`src/rtl/cfd_pkg.sv`:
```
// ---------------------------------------------------------------------------
// cfd_pkg - command frame deframer shared definitions
// Opcodes, decoder phases, event kinds and the result record.
// ---------------------------------------------------------------------------
package cfd_pkg;

   // Opcode bytes that open a frame
   localparam logic [7:0] OP_DATA   = 8'h01;
   localparam logic [7:0] OP_RESIZE = 8'h02;
   localparam logic [7:0] OP_CLOSE  = 8'h03;

   // Header byte index of the last header byte (four header bytes)
   localparam logic [1:0] HDR_LAST = 2'd3;

   // Event kinds on the result channel
   localparam logic [1:0] EV_PAYLOAD = 2'd0;
   localparam logic [1:0] EV_RESIZE  = 2'd1;
   localparam logic [1:0] EV_CLOSE   = 2'd2;

   // Decoder phase
   typedef enum logic [1:0] {
      PH_IDLE       = 2'd0,
      PH_DATA_HDR   = 2'd1,
      PH_RESIZE_HDR = 2'd2,
      PH_PAYLOAD    = 2'd3
   } phase_type;

   // One decoded event
   typedef struct packed {
      logic [1:0]  event_kind;
      logic [7:0]  payload_byte;
      logic        last_of_frame;
      logic [15:0] columns;
      logic [15:0] row_count;
   } rsp_type;

endpackage

```
`src/rtl/cfd_decode.sv`:
```
// ---------------------------------------------------------------------------
// cfd_decode - frame decoder
// Holds the frame state and decodes one stream byte per advance.
// ---------------------------------------------------------------------------
module cfd_decode (
   input  logic            clock,
   input  logic            reset,
   input  logic            advance,
   input  logic [7:0]      stream_byte,
   output logic            has_result,
   output cfd_pkg::rsp_type result
);

   cfd_pkg::phase_type phase_ff, phase_in;
   logic [1:0]  header_count_ff, header_count_in;
   logic [31:0] header_shift_ff, header_shift_in;
   logic [31:0] remaining_ff, remaining_in;
   logic [31:0] shifted;
   logic [31:0] remaining_dec;

   // Hold state; update only when an item advances
   always_ff @(posedge clock) begin
      if (reset) begin
         phase_ff        <= cfd_pkg::PH_IDLE;
         header_count_ff <= 2'd0;
         header_shift_ff <= 32'd0;
         remaining_ff    <= 32'd0;
      end else if (advance) begin
         phase_ff        <= phase_in;
         header_count_ff <= header_count_in;
         header_shift_ff <= header_shift_in;
         remaining_ff    <= remaining_in;
      end
   end

   assign shifted       = {header_shift_ff[23:0], stream_byte};
   assign remaining_dec = remaining_ff - 32'd1;

   // Next state and result for the current byte
   always_comb begin
      phase_in        = phase_ff;
      header_count_in = header_count_ff;
      header_shift_in = header_shift_ff;
      remaining_in    = remaining_ff;
      has_result      = 1'b0;
      result          = '0;
      unique case (phase_ff)
         cfd_pkg::PH_IDLE: begin
            header_count_in = 2'd0;
            header_shift_in = 32'd0;
            if (stream_byte == cfd_pkg::OP_DATA) begin
               phase_in = cfd_pkg::PH_DATA_HDR;
            end else if (stream_byte == cfd_pkg::OP_RESIZE) begin
               phase_in = cfd_pkg::PH_RESIZE_HDR;
            end else if (stream_byte == cfd_pkg::OP_CLOSE) begin
               has_result        = 1'b1;
               result.event_kind = cfd_pkg::EV_CLOSE;
            end
         end
         cfd_pkg::PH_DATA_HDR,
         cfd_pkg::PH_RESIZE_HDR: begin
            header_shift_in = shifted;
            header_count_in = header_count_ff + 2'd1;
            if (header_count_ff == cfd_pkg::HDR_LAST) begin
               if (phase_ff == cfd_pkg::PH_RESIZE_HDR) begin
                  phase_in          = cfd_pkg::PH_IDLE;
                  has_result        = 1'b1;
                  result.event_kind = cfd_pkg::EV_RESIZE;
                  result.columns    = shifted[31:16];
                  result.row_count  = shifted[15:0];
               end else begin
                  // Drop zero-length frames without a result
                  remaining_in = shifted;
                  phase_in     = (shifted == 32'd0) ? cfd_pkg::PH_IDLE
                                                    : cfd_pkg::PH_PAYLOAD;
               end
            end
         end
         cfd_pkg::PH_PAYLOAD: begin
            if (remaining_ff == 32'd0) begin
               phase_in = cfd_pkg::PH_IDLE;
            end else begin
               remaining_in         = remaining_dec;
               has_result           = 1'b1;
               result.event_kind    = cfd_pkg::EV_PAYLOAD;
               result.payload_byte  = stream_byte;
               result.last_of_frame = (remaining_dec == 32'd0);
               if (remaining_dec == 32'd0) begin
                  phase_in = cfd_pkg::PH_IDLE;
               end
            end
         end
         default: begin
            phase_in = cfd_pkg::PH_IDLE;
         end
      endcase
   end

   // A payload event comes only from the payload phase
   a_payload_phase: assert property (@(posedge clock) disable iff (reset)
      (has_result && result.event_kind == cfd_pkg::EV_PAYLOAD)
         |-> phase_ff == cfd_pkg::PH_PAYLOAD)
      else $error("payload event outside payload phase");

   // The last flag marks the final due byte
   a_last_flag: assert property (@(posedge clock) disable iff (reset)
      (has_result && result.last_of_frame) |-> remaining_ff == 32'd1)
      else $error("last flag with bytes still due");

   // A resize event needs a full header
   a_resize_hdr: assert property (@(posedge clock) disable iff (reset)
      (has_result && result.event_kind == cfd_pkg::EV_RESIZE)
         |-> header_count_ff == cfd_pkg::HDR_LAST)
      else $error("resize event before header complete");

   // Reset returns to awaiting an opcode
   a_reset_idle: assert property (@(posedge clock)
      $past(reset) |-> phase_ff == cfd_pkg::PH_IDLE)
      else $error("phase not idle after reset");

endmodule

```
`src/rtl/cfd_out_reg.sv`:
```
// ---------------------------------------------------------------------------
// cfd_out_reg - result register
// Holds one decoded event until the result channel takes it.
// ---------------------------------------------------------------------------
module cfd_out_reg (
   input  logic            clock,
   input  logic            reset,
   input  logic            load,
   input  logic            load_valid,
   input  cfd_pkg::rsp_type load_data,
   output logic            can_load,
   output logic            rsp_valid,
   input  logic            rsp_ready,
   output cfd_pkg::rsp_type rsp_data
);

   logic             valid_ff;
   cfd_pkg::rsp_type data_ff;

   // Free when empty or when the held item leaves this cycle
   assign can_load = !valid_ff || rsp_ready;

   // Load a new item or drain the taken one
   always_ff @(posedge clock) begin
      if (reset) begin
         valid_ff <= 1'b0;
      end else if (load) begin
         valid_ff <= load_valid;
      end else if (rsp_ready) begin
         valid_ff <= 1'b0;
      end
   end

   // Capture payload on load only
   always_ff @(posedge clock) begin
      if (load && load_valid) begin
         data_ff <= load_data;
      end
   end

   assign rsp_valid = valid_ff;
   assign rsp_data  = data_ff;

   // Loading is only allowed while the register is free
   a_no_overwrite: assert property (@(posedge clock) disable iff (reset)
      load |-> can_load)
      else $error("result register overwritten");

   // A held item that is not taken stays unchanged
   a_hold_data: assert property (@(posedge clock) disable iff (reset)
      (valid_ff && !rsp_ready) |=> (valid_ff && $stable(data_ff)))
      else $error("held result changed");

   // An empty load leaves nothing behind
   a_empty_load: assert property (@(posedge clock) disable iff (reset)
      (load && !load_valid) |=> !valid_ff)
      else $error("result without decoded event");

endmodule

```
`src/rtl/command_frame_deframer.sv`:
```
// ---------------------------------------------------------------------------
// command_frame_deframer - byte stream command frame decoder
// Decodes data, resize and close frames into payload and control events.
//
//   channel | ports                          | direction | width
//   --------+--------------------------------+-----------+------------------
//   req     | req_valid/ready, stream_byte   | in        | 8
//   rsp     | rsp_valid/ready, event fields  | out       | 2+8+1+16+16
//
// One byte is taken every cycle while the result side keeps up.
// A byte moves from the input register to the result register once free.
// The input register and the result register each hold one item, so a
// result stall backs up through req_ready one stage at a time.
// Synchronous reset empties both registers and returns to awaiting opcode.
// ---------------------------------------------------------------------------
module command_frame_deframer (
   input  logic        clock,
   input  logic        reset,
   input  logic        req_valid,
   output logic        req_ready,
   input  logic [7:0]  req_stream_byte,
   output logic        rsp_valid,
   input  logic        rsp_ready,
   output logic [1:0]  rsp_event_kind,
   output logic [7:0]  rsp_payload_byte,
   output logic        rsp_last_of_frame,
   output logic [15:0] rsp_columns,
   output logic [15:0] rsp_row_count
);

   logic             in_valid_ff;
   logic [7:0]       in_byte_ff;
   logic             advance;
   logic             out_free;
   logic             has_result;
   cfd_pkg::rsp_type result;
   cfd_pkg::rsp_type rsp_data;

   // Advance the held byte when the result register can take it
   assign advance   = in_valid_ff && out_free;
   assign req_ready = !in_valid_ff || advance;

   // Input register
   always_ff @(posedge clock) begin
      if (reset) begin
         in_valid_ff <= 1'b0;
      end else if (req_ready) begin
         in_valid_ff <= req_valid;
      end
   end

   always_ff @(posedge clock) begin
      if (req_valid && req_ready) begin
         in_byte_ff <= req_stream_byte;
      end
   end

   cfd_decode u_decode (
      .clock       (clock),
      .reset       (reset),
      .advance     (advance),
      .stream_byte (in_byte_ff),
      .has_result  (has_result),
      .result      (result)
   );

   cfd_out_reg u_out_reg (
      .clock      (clock),
      .reset      (reset),
      .load       (advance),
      .load_valid (has_result),
      .load_data  (result),
      .can_load   (out_free),
      .rsp_valid  (rsp_valid),
      .rsp_ready  (rsp_ready),
      .rsp_data   (rsp_data)
   );

   assign rsp_event_kind    = rsp_data.event_kind;
   assign rsp_payload_byte  = rsp_data.payload_byte;
   assign rsp_last_of_frame = rsp_data.last_of_frame;
   assign rsp_columns       = rsp_data.columns;
   assign rsp_row_count     = rsp_data.row_count;

endmodule
```
`config.mk`:
```
export PLATFORM = sky130hd
export DESIGN_NAME = command_frame_deframer
export DESIGN_NICKNAME = d
export VERILOG_FILES = /design/src/rtl/cfd_pkg.sv /design/src/rtl/cfd_decode.sv /design/src/rtl/cfd_out_reg.sv /design/src/rtl/command_frame_deframer.sv
export SDC_FILE = /design/constraint.sdc
export NUM_CORES = 1
export LEC_CHECK = 0
export BUFFER_PORTS_ARGS = -buffer_cell sky130_fd_sc_hd__buf_4
export CAP_MARGIN = 25
export CELL_PAD_IN_SITES_DETAIL_PLACEMENT = 1
export CELL_PAD_IN_SITES_GLOBAL_PLACEMENT = 1
export CORE_ASPECT_RATIO = 2
export CORE_MARGIN = 4
export CORE_UTILIZATION = 41
export CTS_CLUSTER_DIAMETER = 100
export DETAILED_ROUTE_END_ITERATION = 6
export PLACE_DENSITY = 0.87
export SLEW_MARGIN = 20
export SYNTH_ARGS = -nofsm -noshare
export SYNTH_HDL_FRONTEND = slang
export SYNTH_SLANG_ARGS = --single-unit
```
`constraint.sdc`:
```
create_clock -name clock -period 3.4 [get_ports clock]
set_input_delay 0 -clock clock [delete_from_list [all_inputs] [get_ports clock]]
set_output_delay 0 -clock clock [all_outputs]
set_load 0.01 [all_outputs]
```
==> results of run 1 <==
==> how the worst max path moves through the flow <==
stage,start,to
after CTS,u_decode.remaining_ff[1],u_out_reg.rsp_data[21]
after global routing,u_decode.remaining_ff[1],u_out_reg.rsp_data[17]
after detailed placement,u_decode.remaining_ff[1],u_out_reg.rsp_data[21]
after floorplan,u_decode.remaining_ff[0],u_out_reg.rsp_data[0]
after global placement,u_decode.remaining_ff[1],u_out_reg.rsp_data[28]
final,u_decode.remaining_ff[5],u_out_reg.rsp_data[32]
==> sequential cells by signal (all words and copies together), names as in the netlist <==
signal / flops
u_decode.phase_ff: 2
u_out_reg.rsp_valid: 1
u_decode.header_shift_ff: 24
u_decode.header_count_ff: 2
u_decode.remaining_ff: 32
in_byte_ff: 8
in_valid_ff: 1
u_out_reg.rsp_data: 43
==> layer usage <==
| layer | global-route usage | vias to the layer above |
|---|---|---|
| li1 | - | 2455 |
| met1 | 0.2684 | 2824 |
| met2 | 0.5078 | 193 |
| met3 | 0.05315 | 98 |
| met4 | 0.1824 | 0 |
| met5 | 0 | - |
==> power groups by stage <==
stage	sequential [uW]	combinational, uW	clock, uW
3_5_place_dp	1460	89.0	0
6_report	1430	104	1680
3_3_place_gp	1460	86.3	0
5_1_grt	1430	112	1760
4_1_cts	1430	101	1690
2_1_floorplan	1450	57.3	0
==> cell usage after synthesis, types with 3 or more instances <==
library cell and instances:
nand2_1 74, dfxtp_1 62, a21oi_1 58, edfxtp_1 51, nor2_1 51, clkbuf_1 37, nand3_1 37, and3_1 36
o21ai_0 27, inv_1 14, a211oi_1 13, nor3_1 13, nor4_1 13, o22ai_1 9, a22oi_1 7, and2_1 7
buf_2 7, ha_1 7, nand4_1 7, nor2b_1 7, nand2b_1 4, o21a_1 4, mux2_2 3, mux2i_1 3
nand4b_1 3, nor4_2 3, o32ai_1 3, o41ai_1 3, or2_2 3, or3_1 3, or4_1 3, xnor2_1 3
==> layout make-up <==
cell class                 count  share of cell area
clock inverter                13             0.01623
timing repair buffer          92              0.1027
tap                          189             0.03335
multi-input combinational    453              0.3863
clock buffer                  19             0.06106
sequential                   113              0.3910
inverter                      14            0.009352
==> stage by stage <==
stage / power [uW] / utilization / instances
after CTS: 3222 / 0.5120 / 893
final: 3218 / 0.5133 / 893
after floorplan: 1510 / - / 626
after global routing: 3302 / 0.5133 / 893
after global placement: 1548 / 0.4648 / 851
after detailed placement: 1551 / 0.4648 / 851
==> logic make-up (layout without fill, tap and decap cells) <==
kind of cell | Yosys count | in the layout
and+or+nand+nor | 277 | 277
AOI/OAI and AO/OA | 158 | 158
DFF | 113 | 113
buffers and inverters | 60 | 138
adders and majority gates | 7 | 7
muxes | 6 | 6
xor gates and xnor gates | 5 | 5
==> timing repair <==
| item | CTS | global route |
|---|---|---|
| resized for setup | 3 | 3 |
| hold endpoints to repair | 9 | 0 |
| hold buffers | 10 | 0 |
| endpoints found under the setup margin | 44 | 44 |
==> critical path, stage by stage (launching register included) <==
cell and delay, ps:
dfxtp_1 400, or4_1 710, nor4_2 410, xnor2_1 230, nor4b_1 280, nand4_1 150
a2111oi_1 570, buf_4 210, and2_1 140
==> results.cfg, run 1 <==
[finish]
final_cell_area_sq_mm = 0.007091
fin_nets = 710
final_common_cell = buf_4
area_growth_pct = 23.30
num_antenna_cells = 0
seq_area_sq_mm = 0.002773
multi_input_area_sq_mm = 0.002739
layout_common_cells = buf_4 (81), nand2_1 (74), dfxtp_1 (62), a21oi_1 (58)
fillers = 1568
drive_gt1_frac = 0.1974

[critical_path]
cp_max_fo = 9
cp.arrival_ps = 3510
worst_ep_required_time_ps = 3680
cp-end-kind = register
crit_type = reg -> reg
rr_endpoint = u_out_reg.rsp_data[32]
reg2reg_setup_slack_ps = 170
setup.worst_path.start_class = register
ff2ff_path_depth = 8
r2r_start = u_decode.remaining_ff[5]

[cts]
cts_tree = done
clockBufferDepth = 2
cts-htree-levels = 4
clockRootBuffer = clkbuf_16
cts.sinks = 113
clock_latency_ps = 410
cts.reportedPaths.clkPinSlew_ps = 60
post_cts.repair.setup_buffers = 0
numCtsBuffers = 17

[timing]
worstMarginPinSlew_ps = 718.1
finalCritPeriodShare = 0.9506
clock_skew_ps = 9.172
hold_viol = 0
rsz0062_at_grt = false
finalWorstSetupSlack_ps = 168.1
relSlewSlack = 0.5212
drv_slew = 0
setup_violations = 0
fin_crit_ps = 3232
finalSetupTns_ps = 0
holdWs_ps = 23.21
fmax_mhz = 309.4

[route]
drtAntennaViolNets = 0
dr.max_layer_used = met4
drc = 0
wl_per_cell_um = 24.11
dr_wl_met2_um = 12040
via_per_inst = 6.237
drt-met1-wl_um = 7313
dr_wl_met3_um = 772
drt_wl_total_um = 21530
vias = 5570
first_pass_iters = 5
drtIter0Drc = 343

[placed_design]
io_buffers = 56
postPlaceCellArea_sq_mm = 0.006421
place_hpwl_um = 14460
pre_cts_ws_ps = -145.2
place_congestion = 0.9777

[min_path]
hold_depth = 3
holdCritStartpoint = rsp_ready
hold_path_end = u_out_reg.rsp_valid
min_path_type = in -> reg

[outcome]
status = complete, no violations

[synth]
synthXorXnorAreaFrac = 0.007615
synthMuxAreaShare = 0.01110
synth_top_family_by_area = simple AND/OR/NAND/NOR gates
synth_compound_area_frac = 0.1878
synth_edf_count = 51
synth-simple-area-share = 0.2528
yosys_register_bits = 113
syn_inst = 626
synth_fa_ha_area_frac = 0.01523
synth_ff_type = dfxtp_1
ys_top_cells_by_area = edfxtp_1 (27%), dfxtp_1 (22%), a21oi_1 (5.0%)
synth_area_per_cell_sq_um = 9.186
syn-cell-area_sq_mm = 0.005751
async_reset_ff_frac = 0
yosysTopAreaCell = edfxtp_1
yosysUniqueCellTypes = 69
yosysSeqAreaShare = 0.4822
yosys_warnings = 0
synth_nets = 645
synth.top_cell.area_share = 0.2663

[global_route]
grt.total_usage = 0.2737
overflow = 0
antenna_found_initial = 0
grt_pass1_wl_um = 33710
first_global_vias = 6004
grt_max_degree = 63

[power]
p_int_uw = 2459
p_clk_frac = 0.522
pwr_density_cell_mw_per_mm2 = 453.8
cellLeakagePower_uw = 0.002690
switching_share = 0.2359
irDropWorstVdd_v = 0.0003453
seqPwrFrac = 0.446
switching_power_uw = 758.9
p_comb_frac = 0.032

[die]
initial_core_util = 0.4163
fp.dieW_um = 91.74
rows = 61
design.die.area_sq_mm = 0.01610
core-area_sq_mm = 0.01381
die_y_um = 175.5
ios = 57

[job]
maxCapViolCount = 0
No activity file was read; power rests on OpenSTA's default activity.
==> inputs of run 2 (changes only) <==
Settings changed: CORE_UTILIZATION 41 to 43, CTS_BUF_LIST set to sky130_fd_sc_hd__clkbuf_8, PLACE_DENSITY 0.87 to 0.9.
==> run 2 against run 1 <==
  * Global-route usage is 0.50 points higher
  * Utilization is 1.9 points higher
  * Sequential share of layout area is 0.73 points higher
  * Clock skew is 10 ps higher
  * Count of clock-buffer cells in the layout is 2 lower
  * Sequential cell count stayed put
  * Critical endpoint unchanged
==> results.cfg, run 2 (synthesized netlist as in run 1, its figures left out) <==
[cts]
cts.sinks = 113
clock_latency_ps = 460
cts.reportedPaths.clkPinSlew_ps = 90
numCtsBuffers = 17
clockBufferDepth = 2
cts-htree-levels = 4
clockRootBuffer = clkbuf_8
cts_tree = done

[finish]
drive_gt1_frac = 0.1989
fillers = 1476
final_util = 0.5327
largest_register_ffs = 43
area_growth_pct = 21.04
fin_cells = 856
final_cell_area_sq_mm = 0.006960
num_antenna_cells = 0
layout_common_cells = buf_4 (79), nand2_1 (74), dfxtp_1 (62), a21oi_1 (58)
fin_nets = 710
final_common_cell = buf_4

[placed_design]
postPlaceCellArea_sq_mm = 0.006360
place_hpwl_um = 14140
place_congestion = 0.9545
dp_cells = 812
io_buffers = 56

[route]
drtAntennaViolNets = 0
vias = 5611
first_pass_iters = 5
drc = 0
drtIter0Drc = 431
wl_per_cell_um = 24.85
via_per_inst = 6.555
drt_wl_total_um = 21270

[outcome]
status = complete, no violations

[critical_path]
crit_chain = or4_1, nor4_2, xnor2_1, nor4b_1, nand4_1, a2111oi_2, buf_4, and2_1
reg2reg_setup_slack_ps = 200
worst_ep_required_time_ps = 3720
ff2ff_path_depth = 8
cp_top_family = simple AND/OR/NAND/NOR gates
r2r_start = u_decode.remaining_ff[5]
crit_start = u_decode.remaining_ff[5]
slowest_delay_ps = 710
cp-end-kind = register
cp_slowest_cell = or4_1
cp_max_fo = 9
cp.arrival_ps = 3520
rr_endpoint = u_out_reg.rsp_data[32]
cp_num_buf_inv = 1
cp.depth = 8
crit_type = reg -> reg
setup.worst_path.start_class = register

[die]
design.die.area_sq_mm = 0.01540
fp.dieW_um = 89.77
die_y_um = 171.5
initial_core_util = 0.4401
rows = 59
ios = 57
core-area_sq_mm = 0.01307

[job]
maxCapViolCount = 0

[global_route]
overflow = 0
grt.total_usage = 0.2787
grt_pass1_wl_um = 32980
grt_max_degree = 63
antenna_found_initial = 0
first_global_vias = 5941

[timing]
finalCritPeriodShare = 0.9415
rsz0062_at_grt = false
drv_slew = 0
fin_crit_ps = 3201
clock_skew_ps = 19.20
setup_violations = 0
relSlewSlack = 0.5237
worstMarginPinSlew_ps = 714.4
fmax_mhz = 312.4
hold_viol = 0

[power]
cellLeakagePower_uw = 0.002650
pwr_density_cell_mw_per_mm2 = 438.9
p_clk_frac = 0.496
p_comb_frac = 0.036
irDropWorstVdd_v = 0.0003619
p_int_uw = 2281
switching_power_uw = 774.3
seqPwrFrac = 0.468
design_power_total_uw = 3055
switching_share = 0.2535

[min_path]
hold_path_end = u_decode.header_count_ff[0]
min_path_type = in -> reg
hold_depth = 2
holdCritStartpoint = reset
run 2: power groups by stage:
stage / Sequential, uW / Combinational (uW) / Clock (uW)
floorplan: 1450 / 57.3 / 0
global placement: 1460 / 91.3 / 0
detailed placement: 1460 / 95.2 / 0
CTS: 1430 / 106 / 1520
global route: 1430 / 117 / 1600
finish: 1430 / 109 / 1520
run 2: timing repair:
| item | CTS | global route |
|---|---|---|
| buffers inserted | 0 | 0 |
| gates cloned | 0 | 0 |
| hold buffers | 11 | 0 |
| resized for setup | 1 | 3 |
| endpoints found under the setup margin | 1 | 44 |
| hold endpoints to repair | 10 | 0 |
run 2: layer usage:
metal  share of wire  track usage  wire length [um]  up-vias
met5               0            0                 0        -
met4           0.067       0.1989              1429        0
met3           0.047      0.04858               992      108
met2            0.55       0.5217             11760      259
met1            0.33       0.2764              7085     2794
li1                -            -                 -     2450
run 2: worst register-to-register path: stages (launching register included):
cell       delay [ps]
dfxtp_1           410
or4_1             720
nor4_2            440
xnor2_1           220
nor4b_1           370
nand4_1           190
a2111oi_2         410
buf_4             190
and2_1            110
run 2: worst max-delay path by stage:
stage / endpoint / slack (ps)
finish: u_out_reg.rsp_data[32] / 200
detailed placement: u_out_reg.rsp_data[32] / -5
global route: u_decode.remaining_ff[24] / 6
floorplan: u_out_reg.rsp_data[0] / 100
global placement: u_out_reg.rsp_data[32] / 30
CTS: u_out_reg.rsp_data[21] / 10
run 2: cell type report:
| type | instances | area (sq um) | area share |
|---|---|---|---|
| inverter | 14 | 55.05 | 0.007909 |
| clock inverter | 15 | 220.2 | 0.03164 |
| clock buffer | 17 | 234.0 | 0.03361 |
| timing repair buffer | 92 | 750.7 | 0.1079 |
| tap | 152 | 190.2 | 0.02732 |
| sequential | 113 | 2773 | 0.3983 |
| multi-input combinational | 453 | 2738 | 0.3933 |
run 2: stage by stage:
stage	setup TNS [ps]	setup slack, ps	hold slack (ps)
3_3_place_gp	0	33.18	180.5
6_report	0	198.8	69.71
3_5_place_dp	-5.346	-5.346	183.0
4_1_cts	0	12.16	68.12
5_1_grt	0	6.128	118.0
2_1_floorplan	0	100.0	98.87
==> inputs of run 3 (changes only) <==
Settings changed: BUFFER_PORTS_ARGS -buffer_cell sky130_fd_sc_hd__buf_4 to -buffer_cell sky130_fd_sc_hd__buf_2.
==> run 3 against run 2 <==
  * Via count down 3.0%
  * Clock skew shrank 6.8 ps
  * Wire length is 4.5% lower
  * Register-to-register slack lost 60 ps
  * Setup slack worse by 60 ps
  * Fmax is 1.8% lower
  * Power shrank 9.7%
  * Design area decreased by 2.9%
  * Global-route usage decreased by 1.3 points
  * Sequential power about the same
  * Worst hold slack improved by 26 ps
  * Largest cell class unchanged
==> results.cfg, run 3 (synthesized netlist as in run 1, its figures left out) <==
[global_route]
grt.total_usage = 0.2662
grt_max_degree = 63
grt_pass1_wl_um = 31710
antenna_found_initial = 0
first_global_vias = 5795
overflow = 0

[job]
maxCapViolCount = 0

[critical_path]
cp_max_fo = 8
cp.arrival_ps = 3580
crit_type = reg -> reg
ff2ff_path_depth = 7
worst_ep_required_time_ps = 3710
crit_chain = nor4_1, nand4_1, nor3_1, mux2_2, a2111oi_1, buf_4, and2_1
cp_slowest_cell = nor4_1
setup.worst_path.start_class = register
rr_endpoint = u_out_reg.rsp_data[32]
slowest_delay_ps = 640
r2r_start = u_decode.remaining_ff[17]
cp-end-kind = register
reg2reg_setup_slack_ps = 140

[timing]
relSlewSlack = 0.2946
finalCritPeriodShare = 0.9592
clock_skew_ps = 12.40
fin_crit_ps = 3261
drv_slew = 0
rsz0062_at_grt = false
holdWs_ps = 96.07
worstMarginPinSlew_ps = 1057
finalWorstSetupSlack_ps = 138.7
hold_viol = 0
fmax_mhz = 306.6
finalSetupTns_ps = 0
setup_violations = 0

[route]
wl_per_cell_um = 23.61
drt_wl_total_um = 20310
drc = 0
drtIter0Drc = 364
vias = 5444
via_per_inst = 6.330
drtAntennaViolNets = 0
first_pass_iters = 5

[min_path]
hold_depth = 2
min_path_type = in -> reg
hold_path_end = u_decode.header_count_ff[0]
holdCritStartpoint = reset

[placed_design]
pre_cts_ws_ps = 33.69
place_congestion = 0.9627
place_hpwl_um = 14020
io_buffers = 56

[power]
pwr_density_cell_mw_per_mm2 = 408.3
cellLeakagePower_uw = 0.002563
irDropWorstVdd_v = 0.0003766

[cts]
cts.reportedPaths.clkPinSlew_ps = 80
clockBufferDepth = 2
clock_latency_ps = 440
numCtsBuffers = 17
clockRootBuffer = clkbuf_8
cts.sinks = 113
cts-htree-levels = 4
cts_tree = done
post_cts.repair.setup_buffers = 0

[finish]
largest_register_ffs = 43
num_antenna_cells = 0
multi_input_area_sq_mm = 0.002733
final_util = 0.5172
fin_nets = 714
seq_area_sq_mm = 0.002773
final_common_cell = nand2_1
area_growth_pct = 17.52
drive_gt1_frac = 0.2020
fillers = 1522
layout_common_cells = nand2_1 (74), dfxtp_1 (62), a21oi_1 (58), buf_2 (55)

[die]
ios = 57
fp.dieW_um = 89.77
design.die.area_sq_mm = 0.01540
initial_core_util = 0.4401
die_y_um = 171.5
rows = 59
core-area_sq_mm = 0.01307

[outcome]
status = complete, no violations
==> run 3: cell types whose count changed in the layout (fill, tap and decap cells not counted) <==
| cell | before | now |
|---|---|---|
| a2111oi_1 | 0 | 1 |
| a2111oi_2 | 1 | 0 |
| bufinv_16 | 4 | 0 |
| buf_12 | 1 | 2 |
| clkinvlp_4 | 1 | 3 |
| clkinv_4 | 2 | 4 |
| clkbuf_8 | 17 | 18 |
| buf_2 | 0 | 55 |
| buf_16 | 1 | 0 |
| inv_6 | 6 | 5 |
| buf_4 | 79 | 28 |
==> run 3: what timing repair did <==
action | in CTS | in global routing
endpoints found under the setup margin | 1 | 43
hold endpoints to repair | 10 | 0
hold buffers | 11 | 0
cloned | 0 | 0
gates resized for setup | 1 | 2
==> run 3: through the flow <==
step                      std cells  total power [uW]  instance area (sq um)
after global routing            860              2840                   6758
after CTS                       860              2770                   6755
final                           860              2759                   6758
after detailed placement        817              1553                   6272
after floorplan                 626              1510                   5751
after global placement          817              1549                   6270
==> run 3: metal layers <==
layer,vias up,global-route usage,wire length (um)
met5,-,0,0
met4,0,0.2109,1569
met3,112,0.04683,777
met2,194,0.5013,11060
met1,2665,0.2524,6896
li1,2473,-,-
==> run 3: how the worst max path moves through the flow <==
stage | slack [ps] | from | endpoint
6_report | 140 | u_decode.remaining_ff[17] | u_out_reg.rsp_data[32]
3_5_place_dp | 30 | u_decode.remaining_ff[5] | u_out_reg.rsp_data[32]
4_1_cts | 20 | u_decode.remaining_ff[1] | u_out_reg.rsp_data[12]
3_3_place_gp | 20 | u_decode.remaining_ff[5] | u_out_reg.rsp_data[32]
2_1_floorplan | 100 | u_decode.remaining_ff[0] | u_out_reg.rsp_data[0]
5_1_grt | 3 | u_decode.remaining_ff[0] | u_out_reg.rsp_data[23]
==> run 3: area by class of cell <==
| class | count | share of cell area |
|---|---|---|
| Sequential cell | 113 | 0.4103 |
| Multi-Input combinational cell | 453 | 0.4044 |
| Timing Repair Buffer | 96 | 0.09406 |
| Clock buffer | 18 | 0.03666 |
| Tap cell | 152 | 0.02814 |
| Clock inverter | 14 | 0.01833 |
| Inverter | 14 | 0.008147 |
==> run 3: worst max-delay path, delay by kind of cell, from the launching register on <==
| family | cells | cell delay, ps |
|---|---|---|
| and+or+nand+nor | 4 | 1480 |
| AOI/OAI and AO/OA | 1 | 620 |
| muxes | 1 | 430 |
| DFF | 1 | 390 |
| buffers and inverters | 1 | 210 |
==> run 3: power breakdown <==
group          switching, uW  total (uW)  leakage (uW)  internal [uW]
registers               14.0        1430      0.000951           1420
clock network            676        1220      0.000181            548
logic                   68.4         106       0.00143           37.8
total                    758        2760       0.00256           2000
